### config.mk
export PLATFORM = sky130hd
export DESIGN_NAME = blas_front
export DESIGN_NICKNAME = d
export VERILOG_FILES = /design/src/hw/rtl/blas_pkg.sv /design/src/hw/rtl/blas_front.sv
export SDC_FILE = /design/constraint.sdc
export NUM_CORES = 1
export LEC_CHECK = 0
export BUFFER_PORTS_ARGS = -buffer_cell sky130_fd_sc_hd__buf_2
export CORE_MARGIN = 2
export CORE_UTILIZATION = 52
export DETAILED_ROUTE_END_ITERATION = 10
export PLACE_DENSITY = 0.82
export SLEW_MARGIN = 30
export SYNTH_ARGS = -nofsm -noshare
export SYNTH_HDL_FRONTEND = slang
export SYNTH_SLANG_ARGS = --single-unit
### constraint.sdc
create_clock -name clk -period 3.69 [get_ports clk]
set_input_delay 0 -clock clk [delete_from_list [all_inputs] [get_ports clk]]
set_output_delay 0 -clock clk [all_outputs]
set_load 0.05 [all_outputs]
### src/hw/rtl/blas_pkg.sv
package blas_pkg;

  localparam logic CMD_LOAD = 1'b0;
  localparam logic CMD_REF  = 1'b1;

  localparam logic [1:0] CFG_MATCH    = 2'd0;
  localparam logic [1:0] CFG_MISMATCH = 2'd1;
  localparam logic [1:0] CFG_GAP      = 2'd2;

  localparam logic [6:0] MATCH_RST    = 7'd2;
  localparam logic [7:0] MISMATCH_RST = 8'hFF;
  localparam logic [7:0] GAP_RST      = 8'hFE;

  localparam logic [7:0] BASE_C = 8'h43;
  localparam logic [7:0] BASE_T = 8'h54;

  localparam int BEST_W = 20;
  localparam int REFE_W = 17;
  localparam int READE_W = 9;

  // control bits that travel with one reference row down the chain
  typedef struct packed {
    logic valid;
    logic first;    // first row of a run: previous row reads as zero
    logic score;    // row is within the reference length limit
    logic last;
    logic ovf;      // length overflow seen at the front
    logic sat;      // a cell of this row saturated
    logic best_ok;  // row best below holds a cell
  } ctl_t;

endpackage

### src/hw/rtl/blas_front.sv
module blas_front #(
  parameter int MAX_READ_LEN = 256,
  parameter int MAX_REF_LEN  = 65536,
  parameter int LW = $clog2(MAX_READ_LEN + 1),
  parameter int IW = (MAX_READ_LEN > 1) ? $clog2(MAX_READ_LEN) : 1,
  parameter int CW = $clog2(MAX_REF_LEN + 1)
) (
  input  logic              clk,
  input  logic              rst,
  input  logic              fire,
  input  logic              command,
  input  logic [7:0]        base,
  input  logic              last,
  output logic              run_done,
  output logic [LW-1:0]     rd_len,
  output logic              ld_en,
  output logic [IW-1:0]     ld_idx,
  output logic [7:0]        ld_base,
  output blas_pkg::ctl_t    tok_ctl,
  output logic [7:0]        tok_base,
  output logic [CW-1:0]     tok_row
);
  import blas_pkg::*;

  logic [CW-1:0] ref_cnt;
  logic          ovf;

  logic [CW-1:0] cnt_e, ref_cnt_next;
  logic [LW-1:0] len_e, rd_len_next;
  logic          ovf_e, ovf_next, run_done_next;
  logic          ld_en_next;
  ctl_t          ctl_next;

  always_comb begin
    cnt_e = run_done ? '0 : ref_cnt;
    ovf_e = run_done ? 1'b0 : ovf;
    len_e = (run_done && command == CMD_LOAD) ? '0 : rd_len;
    ref_cnt_next = ref_cnt;
    rd_len_next = rd_len;
    ovf_next = ovf;
    run_done_next = run_done;
    ld_en_next = 1'b0;
    ctl_next = '0;
    if (fire) begin
      ref_cnt_next = cnt_e;
      ovf_next = ovf_e;
      run_done_next = 1'b0;
      if (command == CMD_LOAD) begin
        rd_len_next = len_e;
        if (cnt_e == '0) begin
          if (len_e < LW'(MAX_READ_LEN)) begin
            ld_en_next = 1'b1;
            rd_len_next = len_e + LW'(1);
          end else begin
            ovf_next = 1'b1;
          end
        end
      end else begin
        ctl_next.valid = 1'b1;
        ctl_next.first = (cnt_e == '0);
        ctl_next.last = last;
        if (cnt_e < CW'(MAX_REF_LEN)) begin
          ctl_next.score = 1'b1;
          ref_cnt_next = cnt_e + CW'(1);
        end else begin
          ovf_next = 1'b1;
        end
        ctl_next.ovf = ovf_next;
        run_done_next = last;
      end
    end
  end

  always_ff @(posedge clk) begin
    if (rst) begin
      run_done <= 1'b1;
      rd_len <= '0;
      ref_cnt <= '0;
      ovf <= 1'b0;
      ld_en <= 1'b0;
      tok_ctl <= '0;
    end else begin
      run_done <= run_done_next;
      rd_len <= rd_len_next;
      ref_cnt <= ref_cnt_next;
      ovf <= ovf_next;
      ld_en <= ld_en_next;
      tok_ctl <= ctl_next;
    end
    ld_idx <= len_e[IW-1:0];
    ld_base <= base;
    tok_base <= base;
    tok_row <= ref_cnt_next;
  end

endmodule

==> flow_metrics.tcl <==
set metrics [dict create \
    drt_iter0_drc 173 \
    synth_edf_count 0 \
    grt_setup_unrepaired "false" \
    p_leak_uw 0.00156 \
    grt_pass1_vias 2185 \
    place_hpwl_mm 4.30 \
    synth_seq_cells 67 \
    place_area_mm2 0.00310 \
    multiInputGateArea_mm2 0.00127 \
    critPathKind "flip-flop to flip-flop" \
    cts_tree "built" \
    postSynthCellCount 293 \
    end_kind "flip-flop" \
    fillCellCount 417 \
    avgSynthCellArea_um2 9.42 \
    synth_top_cell_area_share 0.486 \
    finalHoldViolCount 0 \
    grt-ovfl-total 0 \
    drcViolationCount 0 \
    p_per_area_mw_per_mm2 457 \
    io_buffers 69 \
    register_area_mm2 0.00134 \
    finClkSkew_ns 0.0126 \
    cp_data_arrival_time_ns 2.69 \
    cp_max_fo 7 \
    io_pins 72 \
    grt_max_degree 30 \
    design_area_mm2 0.00341 \
    worstSetupEndpoint "rd_len[8]" \
    antenna_cells 0 \
    yosysTopAreaCell "dfxtp_1" \
    syn2layout_area_growth_pct 23.6 \
    rows 26 \
    dieArea_mm2 0.00590 \
    grt_antenna_before_repair 0 \
    numCtsBuffers 9 \
    syn-cell-area_mm2 0.00276 \
    place_ws_ns 1.29 \
    layout_common_cells "buf_2 (69), dfxtp_1 (67), nand2_1 (36), nor2_1 (15), a21oi_1 (15)" \
    finalWeightedCongestion 0.870 \
    setup_ws_ns 1.26 \
    cp-start-kind "flip-flop" \
    synth_cell_types 59 \
    max-clock-path-buffers 2 \
    ys_dominant_reg_cell "dfxtp_1" \
    cts_sinks 67 \
    irDropWorstVdd_uv 302 \
    drv_slew 0 \
    detail_route.first_pass.iterations 6 \
    htreeDepth 3 \
    postRouteAntennaNets 0 \
    clock_insertion_delay_worst_skew_ns 0.35 \
    drive_gt1_frac 0.273 \
    min_period_ns 2.43 \
    grt_pass1_wl_mm 10.4 \
    drv_cap 0 \
    status "finished clean" \
    die_h_um 76.8 \
    reg2reg_slack_ns 1.26 \
    viasPerCell 5.50 \
    worstMarginPinSlew_ns 0.717 \
    r2r-end "rd_len[8]" \
    clkSlewWorstSetupHoldPaths_ns 0.08 \
    report.power.total_uw 1560 \
    async_flop_share 0 \
    synth_area_leaders "dfxtp_1 (49%), nand2_1 (4.9%), and2_1 (2.9%)" \
    ys_warn_count 0 \
    timing.hold.ws_ns 0.106 \
    r2r_start "run_done" \
    fmax_ghz 0.412 \
    required_ns 3.95 \
    r2r_cells 7 \
    finalSetupViolCount 0 \
    grtUsageTotal 0.221 \
    mostFrequentLayoutCell "buf_2" \
    routed_wl_mm 6.37 \
    num-nets-final 381 \
    initial_core_util 0.540 \
    crit_start "run_done" \
    die_w_um 76.8 \
    min_path_type "input pin to flip-flop" \
    finalCritPeriodShare 0.658 \
    core-area_mm2 0.00511 \
    maxSlewHeadroom 0.516 \
    via_count 2418 \
    synth_seq_area_share 0.486 \
    wl_per_cell_um 14.5 \
    root_buffer "clkbuf_8" \
    setup_tns_ns 0 \
]
-- how the worst min path moves through the flow --
stage	start	end	slack, ns	depth (start not counted)
after floorplan	base[0]	tok_base[0]	0.03	0
after global placement	base[0]	tok_base[0]	0.10	1
after global routing	fire	tok_row[2]	0.13	2
final	fire	tok_row[2]	0.11	2
after CTS	fire	tok_row[2]	0.08	2
after detailed placement	base[3]	tok_base[3]	0.11	1
-- cell families after synthesis --
logic type,synth area share
AO/OA/AOI/OAI,0.142
XOR/XNOR,0.0159
adder cells (fa/ha/maj),0.0136
buffers and inverters,0.0544
flip-flops,0.486
multiplexers,0.0308
other,0.00136
AND/OR/NAND/NOR,0.256
-- repair_timing --
item,in CTS,in global routing
setup buffers,0,0
endpoints found under the hold margin,10,0
hold buffers,9,0
gates resized for setup,0,0
-- registers in the layout, summed over array words and instances, names as in the netlist --
name      flops
run_done      1
ld_en         1
ld_idx        8
ovf           1
tok_base      8
rd_len        9
ref_cnt      17
tok_ctl       5
tok_row      17
-- final cells by class --
type / instances / area share
flip-flops and latches: 67 / 0.393
clock inverters: 7 / 0.0290
repair buffers: 80 / 0.132
well taps: 70 / 0.0257
inverters: 10 / 0.0110
multi-input cells: 197 / 0.373
clock buffers: 9 / 0.0363
-- synthesized netlist by cell type, types with 2 or more instances --
library cell   n
mux2i_1        4
o41ai_2        2
or4_1          3
dfxtp_1       67
a2111o_1       2
ha_1           3
nand4_1        8
and2_1        13
and4b_1        3
nor3_1         5
nand2_1       36
a311o_1        2
a211o_1        2
clkbuf_1      10
nor4_2         2
xor2_1         4
nor2b_1        5
a21o_1         4
a21oi_1       15
nand2b_1       2
a31oi_1        3
buf_4         10
nand3_1       14
nor2_1        15
inv_1         10
o211ai_1       2
o21ai_0        5
mux2_2         4
or4_4          2
nand4b_1       3
and3_1         5
-- metrics by stage --
stage               cells  utilization
finish                440        0.668
global route          440        0.668
CTS                   440        0.668
detailed placement    415        0.607
global placement      415        0.607
floorplan             294            -
-- worst max-delay path, cell delays in order (launching register included) --
cell and delay [ns]:
dfxtp_1 0.33, inv_1 0.12, nand2_1 0.11, ha_1 0.16, or4b_4 0.48, o41ai_2 0.73, nand3_1 0.21, o41ai_2 0.21
-- power breakdown --
group	leakage (uW)	internal (uW)	switching (uW)	total [uW]
Combinational	0.000910	35.7	108	144
Sequential	0.000544	734	4.50	738
Clock	0.000110	385	292	676
-- routing by layer --
| metal | track usage | part of all wire |
|---|---|---|
| met1 | 0.285 | 0.43 |
| met2 | 0.349 | 0.46 |
| met3 | 0.0435 | 0.079 |
| met4 | 0.120 | 0.026 |
| met5 | 0 | 0 |
Power figures use the tool's default switching activity.
