[src/hw/rtl/blas_pkg.sv]
package blas_pkg;

  localparam logic CMD_LOAD = 1'b0;
  localparam logic CMD_REF  = 1'b1;

  localparam logic [1:0] CFG_MATCH    = 2'd0;
  localparam logic [1:0] CFG_MISMATCH = 2'd1;
  localparam logic [1:0] CFG_GAP      = 2'd2;

  localparam logic [6:0] MATCH_RST    = 7'd2;
  localparam logic [7:0] MISMATCH_RST = 8'hFF;
  localparam logic [7:0] GAP_RST      = 8'hFE;

  localparam logic [7:0] BASE_C = 8'h43;
  localparam logic [7:0] BASE_T = 8'h54;

  localparam int BEST_W = 20;
  localparam int REFE_W = 17;
  localparam int READE_W = 9;

  // control bits that travel with one reference row down the chain
  typedef struct packed {
    logic valid;
    logic first;    // first row of a run: previous row reads as zero
    logic score;    // row is within the reference length limit
    logic last;
    logic ovf;      // length overflow seen at the front
    logic sat;      // a cell of this row saturated
    logic best_ok;  // row best below holds a cell
  } ctl_t;

endpackage

[src/hw/rtl/blas_collect.sv]
module blas_collect #(
  parameter int SW = 20,
  parameter int LW = 9,
  parameter int CW = 17
) (
  input  logic                         clk,
  input  logic                         rst,
  input  blas_pkg::ctl_t               i_ctl,
  input  logic [CW-1:0]                i_row,
  input  logic [SW-1:0]                i_bval,
  input  logic [LW-1:0]                i_bcol,
  input  logic                         res_ready,
  output logic                         res_valid,
  output logic [blas_pkg::BEST_W-1:0]  best_score,
  output logic [blas_pkg::REFE_W-1:0]  reference_end,
  output logic [blas_pkg::READE_W-1:0] read_end,
  output logic                         overflow
);
  import blas_pkg::*;

  logic          best_ok, sat_st;
  logic [SW-1:0] best;
  logic [CW-1:0] best_row;
  logic [LW-1:0] best_col;

  logic          ok_e, take, ok_next, sat_next;
  logic [SW-1:0] best_next;
  logic [CW-1:0] row_next;
  logic [LW-1:0] col_next;
  logic [63:0]   sc_x, row_x, col_x;

  always_comb begin
    ok_e = i_ctl.first ? 1'b0 : best_ok;
    best_next = i_ctl.first ? '0 : best;
    row_next = i_ctl.first ? '0 : best_row;
    col_next = i_ctl.first ? '0 : best_col;
    take = i_ctl.best_ok && (!ok_e || i_bval > best_next);
    if (take) begin
      best_next = i_bval;
      row_next = i_row;
      col_next = i_bcol;
    end
    ok_next = ok_e | take;
    sat_next = (i_ctl.first ? 1'b0 : sat_st) | i_ctl.sat;
    sc_x = ok_next ? 64'(best_next) : '0;
    row_x = ok_next ? 64'(row_next) : '0;
    col_x = ok_next ? 64'(col_next) : '0;
  end

  always_ff @(posedge clk) begin
    if (rst) begin
      best_ok <= 1'b0;
      sat_st <= 1'b0;
      res_valid <= 1'b0;
    end else begin
      if (res_valid && res_ready) begin
        res_valid <= 1'b0;
      end
      if (i_ctl.valid) begin
        best_ok <= ok_next;
        sat_st <= sat_next;
        if (i_ctl.last) begin
          res_valid <= 1'b1;
        end
      end
    end
    if (i_ctl.valid) begin
      best <= best_next;
      best_row <= row_next;
      best_col <= col_next;
      if (i_ctl.last) begin
        best_score <= sc_x[BEST_W-1:0];
        reference_end <= row_x[REFE_W-1:0];
        read_end <= col_x[READE_W-1:0];
        overflow <= sat_next | i_ctl.ovf;
      end
    end
  end

endmodule

[config.mk]
export PLATFORM = sky130hd
export DESIGN_NAME = blas_collect
export DESIGN_NICKNAME = d
export VERILOG_FILES = /design/src/hw/rtl/blas_pkg.sv /design/src/hw/rtl/blas_collect.sv
export SDC_FILE = /design/constraint.sdc
export NUM_CORES = 1
export LEC_CHECK = 0
export ABC_AREA = 1
export BUFFER_PORTS_ARGS = -buffer_cell sky130_fd_sc_hd__buf_2
export CORE_MARGIN = 1.5
export CORE_UTILIZATION = 35
export DETAILED_ROUTE_END_ITERATION = 8
export HOLD_SLACK_MARGIN = 0.15
export PLACE_DENSITY = 0.64
export SYNTH_ARGS = -nofsm -noshare
export SYNTH_HDL_FRONTEND = slang
export SYNTH_SLANG_ARGS = --single-unit
[constraint.sdc]
create_clock -name clk -period 4.2 [get_ports clk]
set_input_delay 0.21 -clock clk [delete_from_list [all_inputs] [get_ports clk]]
set_output_delay 0.21 -clock clk [all_outputs]
set_load 0.02 [all_outputs]
==> metrics.md <==
| Metric | Value |
|---|---|
| Type of the worst min-delay path | `in2reg` |
| Root buffer cell | `clkbuf_16` |
| Placed Instances | `between 800 and 900` |
| CP startpoint kind | `primary input` |
| P_sw | `about 670 µW` |
| Crit path kind | `in2reg` |
| Sequential fraction of the synthesis area | `0.5228` |
| Post-Syn Area | `roughly 0.0055 mm²` |
| Max stage delay cell, worst path | `buf_4` |
| Clk pwr share | `0.373` |
| Required time worst endpoint | `between 4 and 5 ns` |
| Drt wl/cell | `between 10 and 15 µm` |
| Vias post-DR | `3726` |
| Hold Crit Start | `i_ctl[1]` |
| CP cell instances | `buf_2, clkinv_1, buf_4, nand2_1, inv_1, ha_1, inv_1, a21oi_1, o21ai_0, nand2_1, nand3_1, nand2_1, nand2_2, buf_4, nand3_1, nand2_1, nor2_1` |
| Skew-Pair Late Insertion Delay | `between 0.3 and 0.4 ns` |
| Commonest non-fill, non-tap cell in the layout | `inv_1` |
| Area grow syn2layout | `16.97%` |
| FF-to-FF End | `read_end[1]` |
| Unrepaired setup endpoints after global routing | `false` |
| PnR Total Power | `2464 µW` |
| Clk_skew | `between 0.01 and 0.015 ns` |
| Setup TNS | `0 ns` |
| Num CTS Buffers | `9` |
| Cells after synthesis | `542` |
| Initial Utilization | `0.3589` |
| IO Pins | `104` |
| Worst Hold End | `sat_st` |
| YS warnings | `0` |
| First-pass GRT wire length | `between 15 and 20 mm` |
| Crit share post-route | `0.7159` |
| CP peak stage delay | `0.59 ns` |
| Maximum clock frequency | `approximately 0.33 GHz` |
| Die Area | `0.01635 mm²` |
| Synth Net Count | `between 600 and 700` |
| CTS max path bufs | `2` |
| Reg clk slew, reported paths | `0.07 ns` |
| CTS tree | `built` |
| Final hold vios | `0` |
| First-pass iteration count of the detailed router | `4` |
| Max-cap viol count | `0` |
| Max Slew Vio Count | `0` |
| Core region area | `around 0.015 mm²` |
| PostCTS Resize Cnt | `0` |
| Peak supply drop | `192.5 µV` |
| Vias in the first global route | `between 3000 and 4000` |
| Reg2Reg Setup Slack | `roughly 1.5 ns` |
| Synth cell types | `23` |
| Rel. slew slack | `0.2214` |
| Crit path DAT | `about 3 ns` |
| Fin nets | `between 700 and 800` |
| # port buffers | `slightly above 100` |
| P_int | `1798 µW` |
| Reg2reg start | `best[15]` |
| Total GRT Usage | `0.1449` |
| Period minus WS final | `3.007 ns` |
| Avg Cell Area, Syn | `10.07 µm²` |
| Leak pwr | `0.003105 µW` |
| Critical Path Start | `i_ctl[5]` |
| Sink Count | `96` |
| Routed WL | `between 10 and 15 mm` |
| Die H | `between 100 and 150 µm` |
| CP max FO | `46` |
| DR iter-0 viols | `between 100 and 150` |
| Worst setup EP type | `flop` |
| Status | `finished clean` |
| Pwr/cell area | `just under 400 mW/mm²` |
| Combinational group share of total power | `0.161` |
| Drt via density | `between 4 and 5` |
| DRC viols | `0` |
| Post-DP HPWL | `a little over 7 mm` |
| Cell Count, Final, Fillers Out | `around 830` |
| Post-CTS Setup Inserts | `0` |
| Post-route ant nets | `0` |
| Worst slew pin tran | `1.165 ns` |
| Pin count of the biggest net entering global routing | `50` |
| Commonest cells after routing, fill and taps aside | `inv_1, buf_2, edfxtp_1, nand2_1, nand2_2` |
| H-tree depth | `3` |
| Chip width | `between 100 and 150 µm` |
| Final setup vio count | `0` |
| RD Place Congestion | `between 0.7 and 0.8` |
| Sw Share | `0.2704` |
| #FFs+latches synth | `96` |
| Num rows | `45` |
| Ant. Diodes | `0` |
| GR Overflow Total | `0` |
| Most used cell, CP | `nand2_1` |
| Hold depth | `5` |
| Layout cells sized above 1 | `0.4558` |
| R2R depth | `14` |
| Initial antenna violation count | `0` |
| Seq pwr share | `0.466` |
-- Yosys cell counts --
master	n	area [µm²]
buf_4	2	15.01
nand3_1	7	35.03
nor2_2	41	256.5
a21o_1	1	7.510
dfxtp_1	3	60.06
buf_6	7	78.83
o21ai_0	2	10.01
buf_12	5	100.1
or2_2	1	6.260
edfxtp_1	93	2793
buf_1	1	3.750
nand2_2	82	513.0
nor2_1	14	52.55
a21oi_1	10	50.05
ha_1	20	250.2
nor2_4	1	11.26
nand2_4	2	22.52
nand3_2	40	400.4
inv_1	110	412.9
inv_2	1	3.750
clkbuf_1	9	33.78
nand4_1	1	6.260
nand2_1	89	334.1
-- final cells by class --
type | count | area [µm²]
clock buffer | 9 | 225.2
sequential | 96 | 2853
timing repair buffer | 111 | 585.6
inverter | 111 | 416.7
clock inverter | 7 | 103.9
fill | 1503 | 8820
multi-input combinational | 311 | 1963
tap | 188 | 235.2
-- sequential cells by signal (all words and copies together) (netlist names) --
signal	flops
best	20
best_score	20
best_row	17
reference_end	17
best_col	9
read_end	9
best_ok	1
overflow	1
res_valid	1
sat_st	1
-- routing by layer --
layer / vias up / part of all wire / global-route usage
met5: - / 0 / 0
met4: 0 / 0.019 / 0.06543
met3: 13 / 0.033 / 0.02755
met2: 68 / 0.49 / 0.2448
met1: 1764 / 0.46 / 0.1801
li1: 1881 / - / -
-- worst max-delay path by stage --
| stage | to | depth (start not counted) |
|---|---|---|
| 2_1_floorplan | read_end[7] | 18 |
| 3_3_place_gp | read_end[2] | 17 |
| 3_5_place_dp | read_end[1] | 17 |
| 4_1_cts | read_end[1] | 17 |
| 5_1_grt | read_end[0] | 16 |
| 6_report | read_end[1] | 17 |
-- power groups by stage --
stage	Sequential [µW]	Clock, µW	Combinational (µW)
2_1_floorplan	1200	0	264
3_3_place_gp	1170	0	391
3_5_place_dp	1170	0	400
4_1_cts	1150	945	404
5_1_grt	1150	974	448
6_report	1150	920	396
-- cell families after synthesis --
family                   after synthesis  share of synthesized area
AND/OR/NAND/NOR                      278                     0.3002
buffers and inverters                135                     0.1188
flip-flops                            96                     0.5228
adder cells (fa/ha/maj)               20                    0.04586
AO/OA/AOI/OAI                         13                    0.01238
-- per-stage QoR --
stage	instance area (µm²)	hold slack [ns]	setup slack, ns	util
floorplan	5456	0.2791	1.625	-
global placement	6023	0.4025	0.7945	0.3962
detailed placement	6023	0.4112	0.6912	0.3962
CTS	6382	0.1557	1.084	0.4198
global route	6382	0.1800	0.8717	0.4198
finish	6382	0.1683	1.193	0.4198
-- worst max-delay path: cells and delay by family --
kind / cells / cell delay, ns
compound gates: 2 / 0.21
buf+inv: 6 / 1.72
simple gates: 8 / 0.74
fa+ha+maj: 1 / 0.16
-- repair_timing --
action                                  in CTS  in global routing
endpoints found under the hold margin        4                  0
endpoints found under the setup margin       0                  0
hold buffers                                 3                  0
No activity file was read; power rests on OpenSTA's default activity.
