File: src/hw/rtl/blas_pkg.sv
package blas_pkg;

  localparam logic CMD_LOAD = 1'b0;
  localparam logic CMD_REF  = 1'b1;

  localparam logic [1:0] CFG_MATCH    = 2'd0;
  localparam logic [1:0] CFG_MISMATCH = 2'd1;
  localparam logic [1:0] CFG_GAP      = 2'd2;

  localparam logic [6:0] MATCH_RST    = 7'd2;
  localparam logic [7:0] MISMATCH_RST = 8'hFF;
  localparam logic [7:0] GAP_RST      = 8'hFE;

  localparam logic [7:0] BASE_C = 8'h43;
  localparam logic [7:0] BASE_T = 8'h54;

  localparam int BEST_W = 20;
  localparam int REFE_W = 17;
  localparam int READE_W = 9;

  // control bits that travel with one reference row down the chain
  typedef struct packed {
    logic valid;
    logic first;    // first row of a run: previous row reads as zero
    logic score;    // row is within the reference length limit
    logic last;
    logic ovf;      // length overflow seen at the front
    logic sat;      // a cell of this row saturated
    logic best_ok;  // row best below holds a cell
  } ctl_t;

endpackage

File: src/hw/rtl/blas_cell.sv
module blas_cell #(
  parameter int J  = 0,
  parameter int SW = 20,
  parameter int LW = 9,
  parameter int IW = 8,
  parameter int CW = 17
) (
  input  logic              clk,
  input  logic              rst,
  input  logic [6:0]        match_score,
  input  logic signed [7:0] mismatch_score,
  input  logic signed [7:0] gap_score,
  input  logic [LW-1:0]     rd_len,
  input  logic              ld_en,
  input  logic [IW-1:0]     ld_idx,
  input  logic [7:0]        ld_base,
  input  blas_pkg::ctl_t    i_ctl,
  input  logic [7:0]        i_base,
  input  logic [CW-1:0]     i_row,
  input  logic [SW-1:0]     i_left,
  input  logic [SW-1:0]     i_diag,
  input  logic [SW-1:0]     i_bval,
  input  logic [LW-1:0]     i_bcol,
  output blas_pkg::ctl_t    o_ctl,
  output logic [7:0]        o_base,
  output logic [CW-1:0]     o_row,
  output logic [SW-1:0]     o_left,
  output logic [SW-1:0]     o_diag,
  output logic [SW-1:0]     o_bval,
  output logic [LW-1:0]     o_bcol
);
  import blas_pkg::*;

  localparam int AW = SW + 2;

  logic [7:0]    rd;
  logic [SW-1:0] up;

  logic                 active, work, hit, sat, take;
  logic [SW-1:0]        up_e, cval;
  logic signed [AW-1:0] add, c_diag, c_up, c_left, m, top;
  ctl_t                 ctl_next;

  always_comb begin
    active = LW'(J) < rd_len;
    work = i_ctl.valid && i_ctl.score && active;
    up_e = i_ctl.first ? '0 : up;
    hit = (i_base == rd) || (i_base == BASE_C && rd == BASE_T);
    add = hit ? AW'($signed({1'b0, match_score})) : AW'(mismatch_score);
    top = $signed({2'b00, {SW{1'b1}}});
    c_diag = $signed({2'b00, i_diag}) + add;
    c_up = $signed({2'b00, up_e}) + AW'(gap_score);
    c_left = $signed({2'b00, i_left}) + AW'(gap_score);
    m = c_diag;
    if (c_up > m) m = c_up;
    if (c_left > m) m = c_left;
    if (m < 0) m = '0;
    sat = 1'b0;
    if (m > top) begin
      m = top;
      sat = 1'b1;
    end
    cval = m[SW-1:0];
    take = work && (!i_ctl.best_ok || cval > i_bval);
    ctl_next = i_ctl;
    ctl_next.sat = i_ctl.sat | (work & sat);
    ctl_next.best_ok = i_ctl.best_ok | work;
  end

  always_ff @(posedge clk) begin
    if (rst) begin
      o_ctl <= '0;
    end else begin
      o_ctl <= ctl_next;
    end
    if (ld_en && ld_idx == IW'(J)) begin
      rd <= ld_base;
    end
    if (work) begin
      up <= cval;
    end
    o_base <= i_base;
    o_row <= i_row;
    o_left <= cval;
    o_diag <= up_e;
    o_bval <= take ? cval : i_bval;
    o_bcol <= take ? LW'(J + 1) : i_bcol;
  end

endmodule

File: config.mk
export PLATFORM = sky130hd
export DESIGN_NAME = blas_cell
export DESIGN_NICKNAME = d
export VERILOG_FILES = /design/src/hw/rtl/blas_pkg.sv /design/src/hw/rtl/blas_cell.sv
export SDC_FILE = /design/constraint.sdc
export NUM_CORES = 1
export LEC_CHECK = 0
export CORE_ASPECT_RATIO = 0.5
export CORE_MARGIN = 5
export CORE_UTILIZATION = 25
export DETAILED_ROUTE_END_ITERATION = 8
export DONT_BUFFER_PORTS = 1
export PLACE_DENSITY_LB_ADDON = 0.12
export SYNTH_ARGS = -nofsm -noshare
export SYNTH_HDL_FRONTEND = slang
export SYNTH_SLANG_ARGS = --single-unit
File: constraint.sdc
create_clock -name clk -period 9.9 [get_ports clk]
set_input_delay 0.99 -clock clk [delete_from_list [all_inputs] [get_ports clk]]
set_output_delay 0.99 -clock clk [all_outputs]
set_load 0.01 [all_outputs]
==> run_results.csv <==
group,metric,value,unit
outcome,status,"finished clean",
floorplanning,die_w,276,µm
critical_path,setup.worst_path.start,"i_base[7]",
clock_network,clock_path_buffers,2,
floorplanning,die_area,39400,µm²
sta,finalCritPeriodShare,98.1,%
detailed_routing,via_count,8187,
critical_path,critPathLaunchType,"primary input",
pwr,cellPowerDensity,285,nW/µm²
global_routing,use_met3,3.91,%
yosys,avgSynthCellArea,8.91,µm²
final_layout,nNetsFinal,1480,
sta,slew_headroom,35.3,%
yosys,synth_edf_count,28,
final_layout,multiInputGateArea,6270,µm²
critical_path,crit_path_end_kind,"flop",
detailed_routing,drt-wirelength-per-cell,19.9,µm
floorplanning,dieHeight,143,µm
place,port_buffers,0,
worst_hold_path,hold_path.class,"reg -> reg",
place,place_area,10800,µm²
critical_path,criticalPathCategory,"in -> reg",
detailed_routing,drtAntennaViolNets,0,
yosys,synth_cells,990,
sta,fin_ws,0.184,ns
final_layout,final_area,12300,µm²
clock_network,tritoncts,"yes",
sta,rsz0062_at_grt,"true",
global_routing,grt_use_met2,27.1,%
critical_path,critPathMaxStageDelay,0.45,ns
sta,whs,0.521,ns
clock_network,clock_latency,0.43,ns
global_routing,grt_overflow,0,
detailed_routing,drc,0,
detailed_routing,vias_per_cell,4.82,
final_layout,fillers,3575,
global_routing,grt.total_usage,16.5,%
critical_path,worstReg2RegStart,"rd[5]$_DFFE_PP_",
yosys,ys_seq_area_share,32.4,%
yosys,yosysUniqueCellTypes,86,
place,pre_cts_ws,-0.819,ns
yosys,synth_ff_type,"dfxtp_1",
worst_hold_path,min_path_cells,1,
yosys,ys_async_sr_fraction,0,%
clock_network,clkSinkCount,129,
worst_hold_path,worstHoldStart,"up[10]$_DFFE_PP_",
final_layout,drive_gt1_share,30.4,%
detailed_routing,drtIter0Drc,437,
detailed_routing,drt_pass1_iterations,5,
critical_path,worst_r2r_path_depth,47,
pwr,p_total,0.00349,W
global_routing,grtUsageMet1,22.3,%
yosys,ys_ff_latch,129,
sta,fin_crit,9.72,ns
worst_hold_path,holdPathEnd,"o_diag[10]$_DFF_P_",
floorplanning,fp-row-count,48,
sta,clock.fmax,103,MHz
yosys,synthesis.nets,1258,
yosys,syn-cell-area,8820,µm²
pwr,ir_worst_vdd,0.0974,mV
place,hpwl,28.0,mm
floorplanning,io_pins,253,
sta,finalSetupViolCount,0,
final_layout,seq_area,2860,µm²
critical_path,rrSetupSlack,0.24,ns
global_routing,grt_max_degree,38,
global_routing,antenna_found_initial,0,
global_routing,top_usage_layer,"met2",
final_layout,diodes,0,
sta,slew_viol_final,0,
floorplanning,fp.coreArea,34700,µm²
clock_network,clk_pin_slew,0.07,ns
clock_network,cts_hold_buf,0,
yosys,ys.warnings.count,0,
run,max_cap_viol_count,0,
clock_network,cts_root_buf,"clkbuf_16",
sta,worstMarginPinSlew,0.947,ns
critical_path,worstReg2RegEnd,"o_bval[12]$_DFF_P_",
critical_path,worstPathRequired,10.25,ns
clock_network,cts-htree-levels,4,
sta,final-hold-violation-count,0,
critical_path,critical_path.max_fanout,12,
floorplanning,initial_core_util,25.5,%
critical_path,critPathArrivalTime,10.07,ns
critical_path,crit_slowest_cell,"or4_4",
sta,finClkSkew,0.0164,ns
global_routing,grt_pass1_vias,8095,
final_layout,area_growth,39.1,%
detailed_routing,totalWireLength,33.8,mm
place,place_congestion,0.904,
clock_network,numCtsBuffers,17,
critical_path,critPathMostFrequentCell,"buf_4",
global_routing,grt_pass1_wl,48.8,mm
pwr,p_leak,5.34,nW
per-layer routing:
metal,wire [µm],vias up
met1,16000,3930
met5,0,-
met2,15800,180
li1,-,4062
met3,1700,15
met4,271,0
worst max-delay path by stage:
stage / to / slack, ns
2_1_floorplan: o_bval[8]$_DFF_P_ / 0.02
3_3_place_gp: o_bval[12]$_DFF_P_ / -0.71
3_5_place_dp: o_bval[12]$_DFF_P_ / -0.82
4_1_cts: o_bval[12]$_DFF_P_ / 0.02
5_1_grt: o_bval[12]$_DFF_P_ / -0.16
6_report: o_bval[12]$_DFF_P_ / 0.18
logic make-up (layout without fill, tap and decap cells):
logic type	after synthesis	count (layout)	synth area share, %
xor+xnor	61	61	6.06
simple gates	312	312	18.4
compound gates	274	274	20.8
buf+inv	82	317	3.70
flops	129	129	32.4
mux	16	16	1.96
fa+ha+maj	116	116	16.7
where the power goes:
part,switching (W),total [W],internal [W]
clock,0.000261,0.000617,0.000355
combinational,0.00106,0.00208,0.00102
sequential,0.000104,0.000797,0.000693
cell usage after synthesis, drive strengths merged (6+ instances only):
| master | count | area share [%] |
|---|---|---|
| ha | 113 | 16 |
| dfxtp | 101 | 23 |
| a21oi | 78 | 4.5 |
| nor2 | 74 | 3.2 |
| nand2 | 71 | 3.1 |
| o21ai | 67 | 3.8 |
| inv | 59 | 2.5 |
| xnor2 | 41 | 4.1 |
| nor2b | 33 | 2.3 |
| edfxtp | 28 | 9.5 |
| a21o | 21 | 1.8 |
| xor2 | 20 | 2.0 |
| nand4 | 18 | 1.3 |
| nand3 | 16 | 0.91 |
| nor3 | 16 | 0.91 |
| a211oi | 15 | 1.4 |
| and2 | 15 | 1.1 |
| buf | 12 | 0.72 |
| nand2b | 11 | 0.78 |
| nor4 | 11 | 0.85 |
| o211ai | 11 | 0.99 |
| and3 | 10 | 0.71 |
| clkbuf | 10 | 0.43 |
| mux2 | 10 | 1.3 |
| or3 | 10 | 0.71 |
| a211o | 8 | 0.79 |
| a31oi | 8 | 0.57 |
| or2 | 8 | 0.57 |
| nor3b | 7 | 0.60 |
| o31ai | 7 | 0.60 |
| mux2i | 6 | 0.68 |
| o21a | 6 | 0.51 |
| o21bai | 6 | 0.51 |
per-stage QoR:
stage          TNS [ns]  utilization, %  std cells
3_5_place_dp     -21.44            31.3       1635
2_1_floorplan         0               -        990
4_1_cts               0            33.8       1686
5_1_grt           -3.52            35.4       1700
6_report              0            35.4       1700
3_3_place_gp     -18.52            31.3       1635
cell usage in the layout (no fill, tap or decap), types with 14 or more instances in the layout:
cell	Yosys	layout
xor2_1	20	17
a21o_1	21	21
a21oi_1	77	71
nand2_1	69	68
xnor2_1	41	35
clkbuf_16	0	19
nor3_1	16	14
nand3_1	16	15
inv_1	58	57
dfxtp_1	101	101
and2_1	15	14
edfxtp_1	28	28
nor2_1	73	68
nand4_1	18	18
buf_4	0	214
ha_1	113	102
nor2b_1	33	32
o21ai_0	41	40
critical path: cells and delay by family:
| kind | cells | cell delay [ns] |
|---|---|---|
| AND/OR/NAND/NOR | 13 | 2.38 |
| AO/OA/AOI/OAI | 16 | 3.44 |
| XOR/XNOR | 1 | 0.19 |
| buffers and inverters | 11 | 1.48 |
| multiplexers | 1 | 0.33 |
| adder cells (fa/ha/maj) | 5 | 1.24 |
flip-flops by register name, indices dropped and copies added (netlist names), 8 cells and up:
name    count
o_bval     20
o_base      8
o_left     20
o_diag     20
o_bcol      9
up         20
o_row      17
rd          8
final cells by class:
class	count	area share, %
repair buffers	225	14.2
clock buffers	21	3.94
well taps	475	4.84
multi-input cells	779	51.1
flip-flops and latches	129	23.3
inverters	60	1.84
clock inverters	11	0.714
repair_timing:
action | CTS | global route
buffers inserted | 19 | 18
endpoints found under the setup margin | 29 | 29
pin swaps | 13 | 42
hold endpoints to repair | 0 | 0
cloned | 0 | 0
gates resized for setup | 25 | 79
No activity file was read; power rests on OpenSTA's default activity.
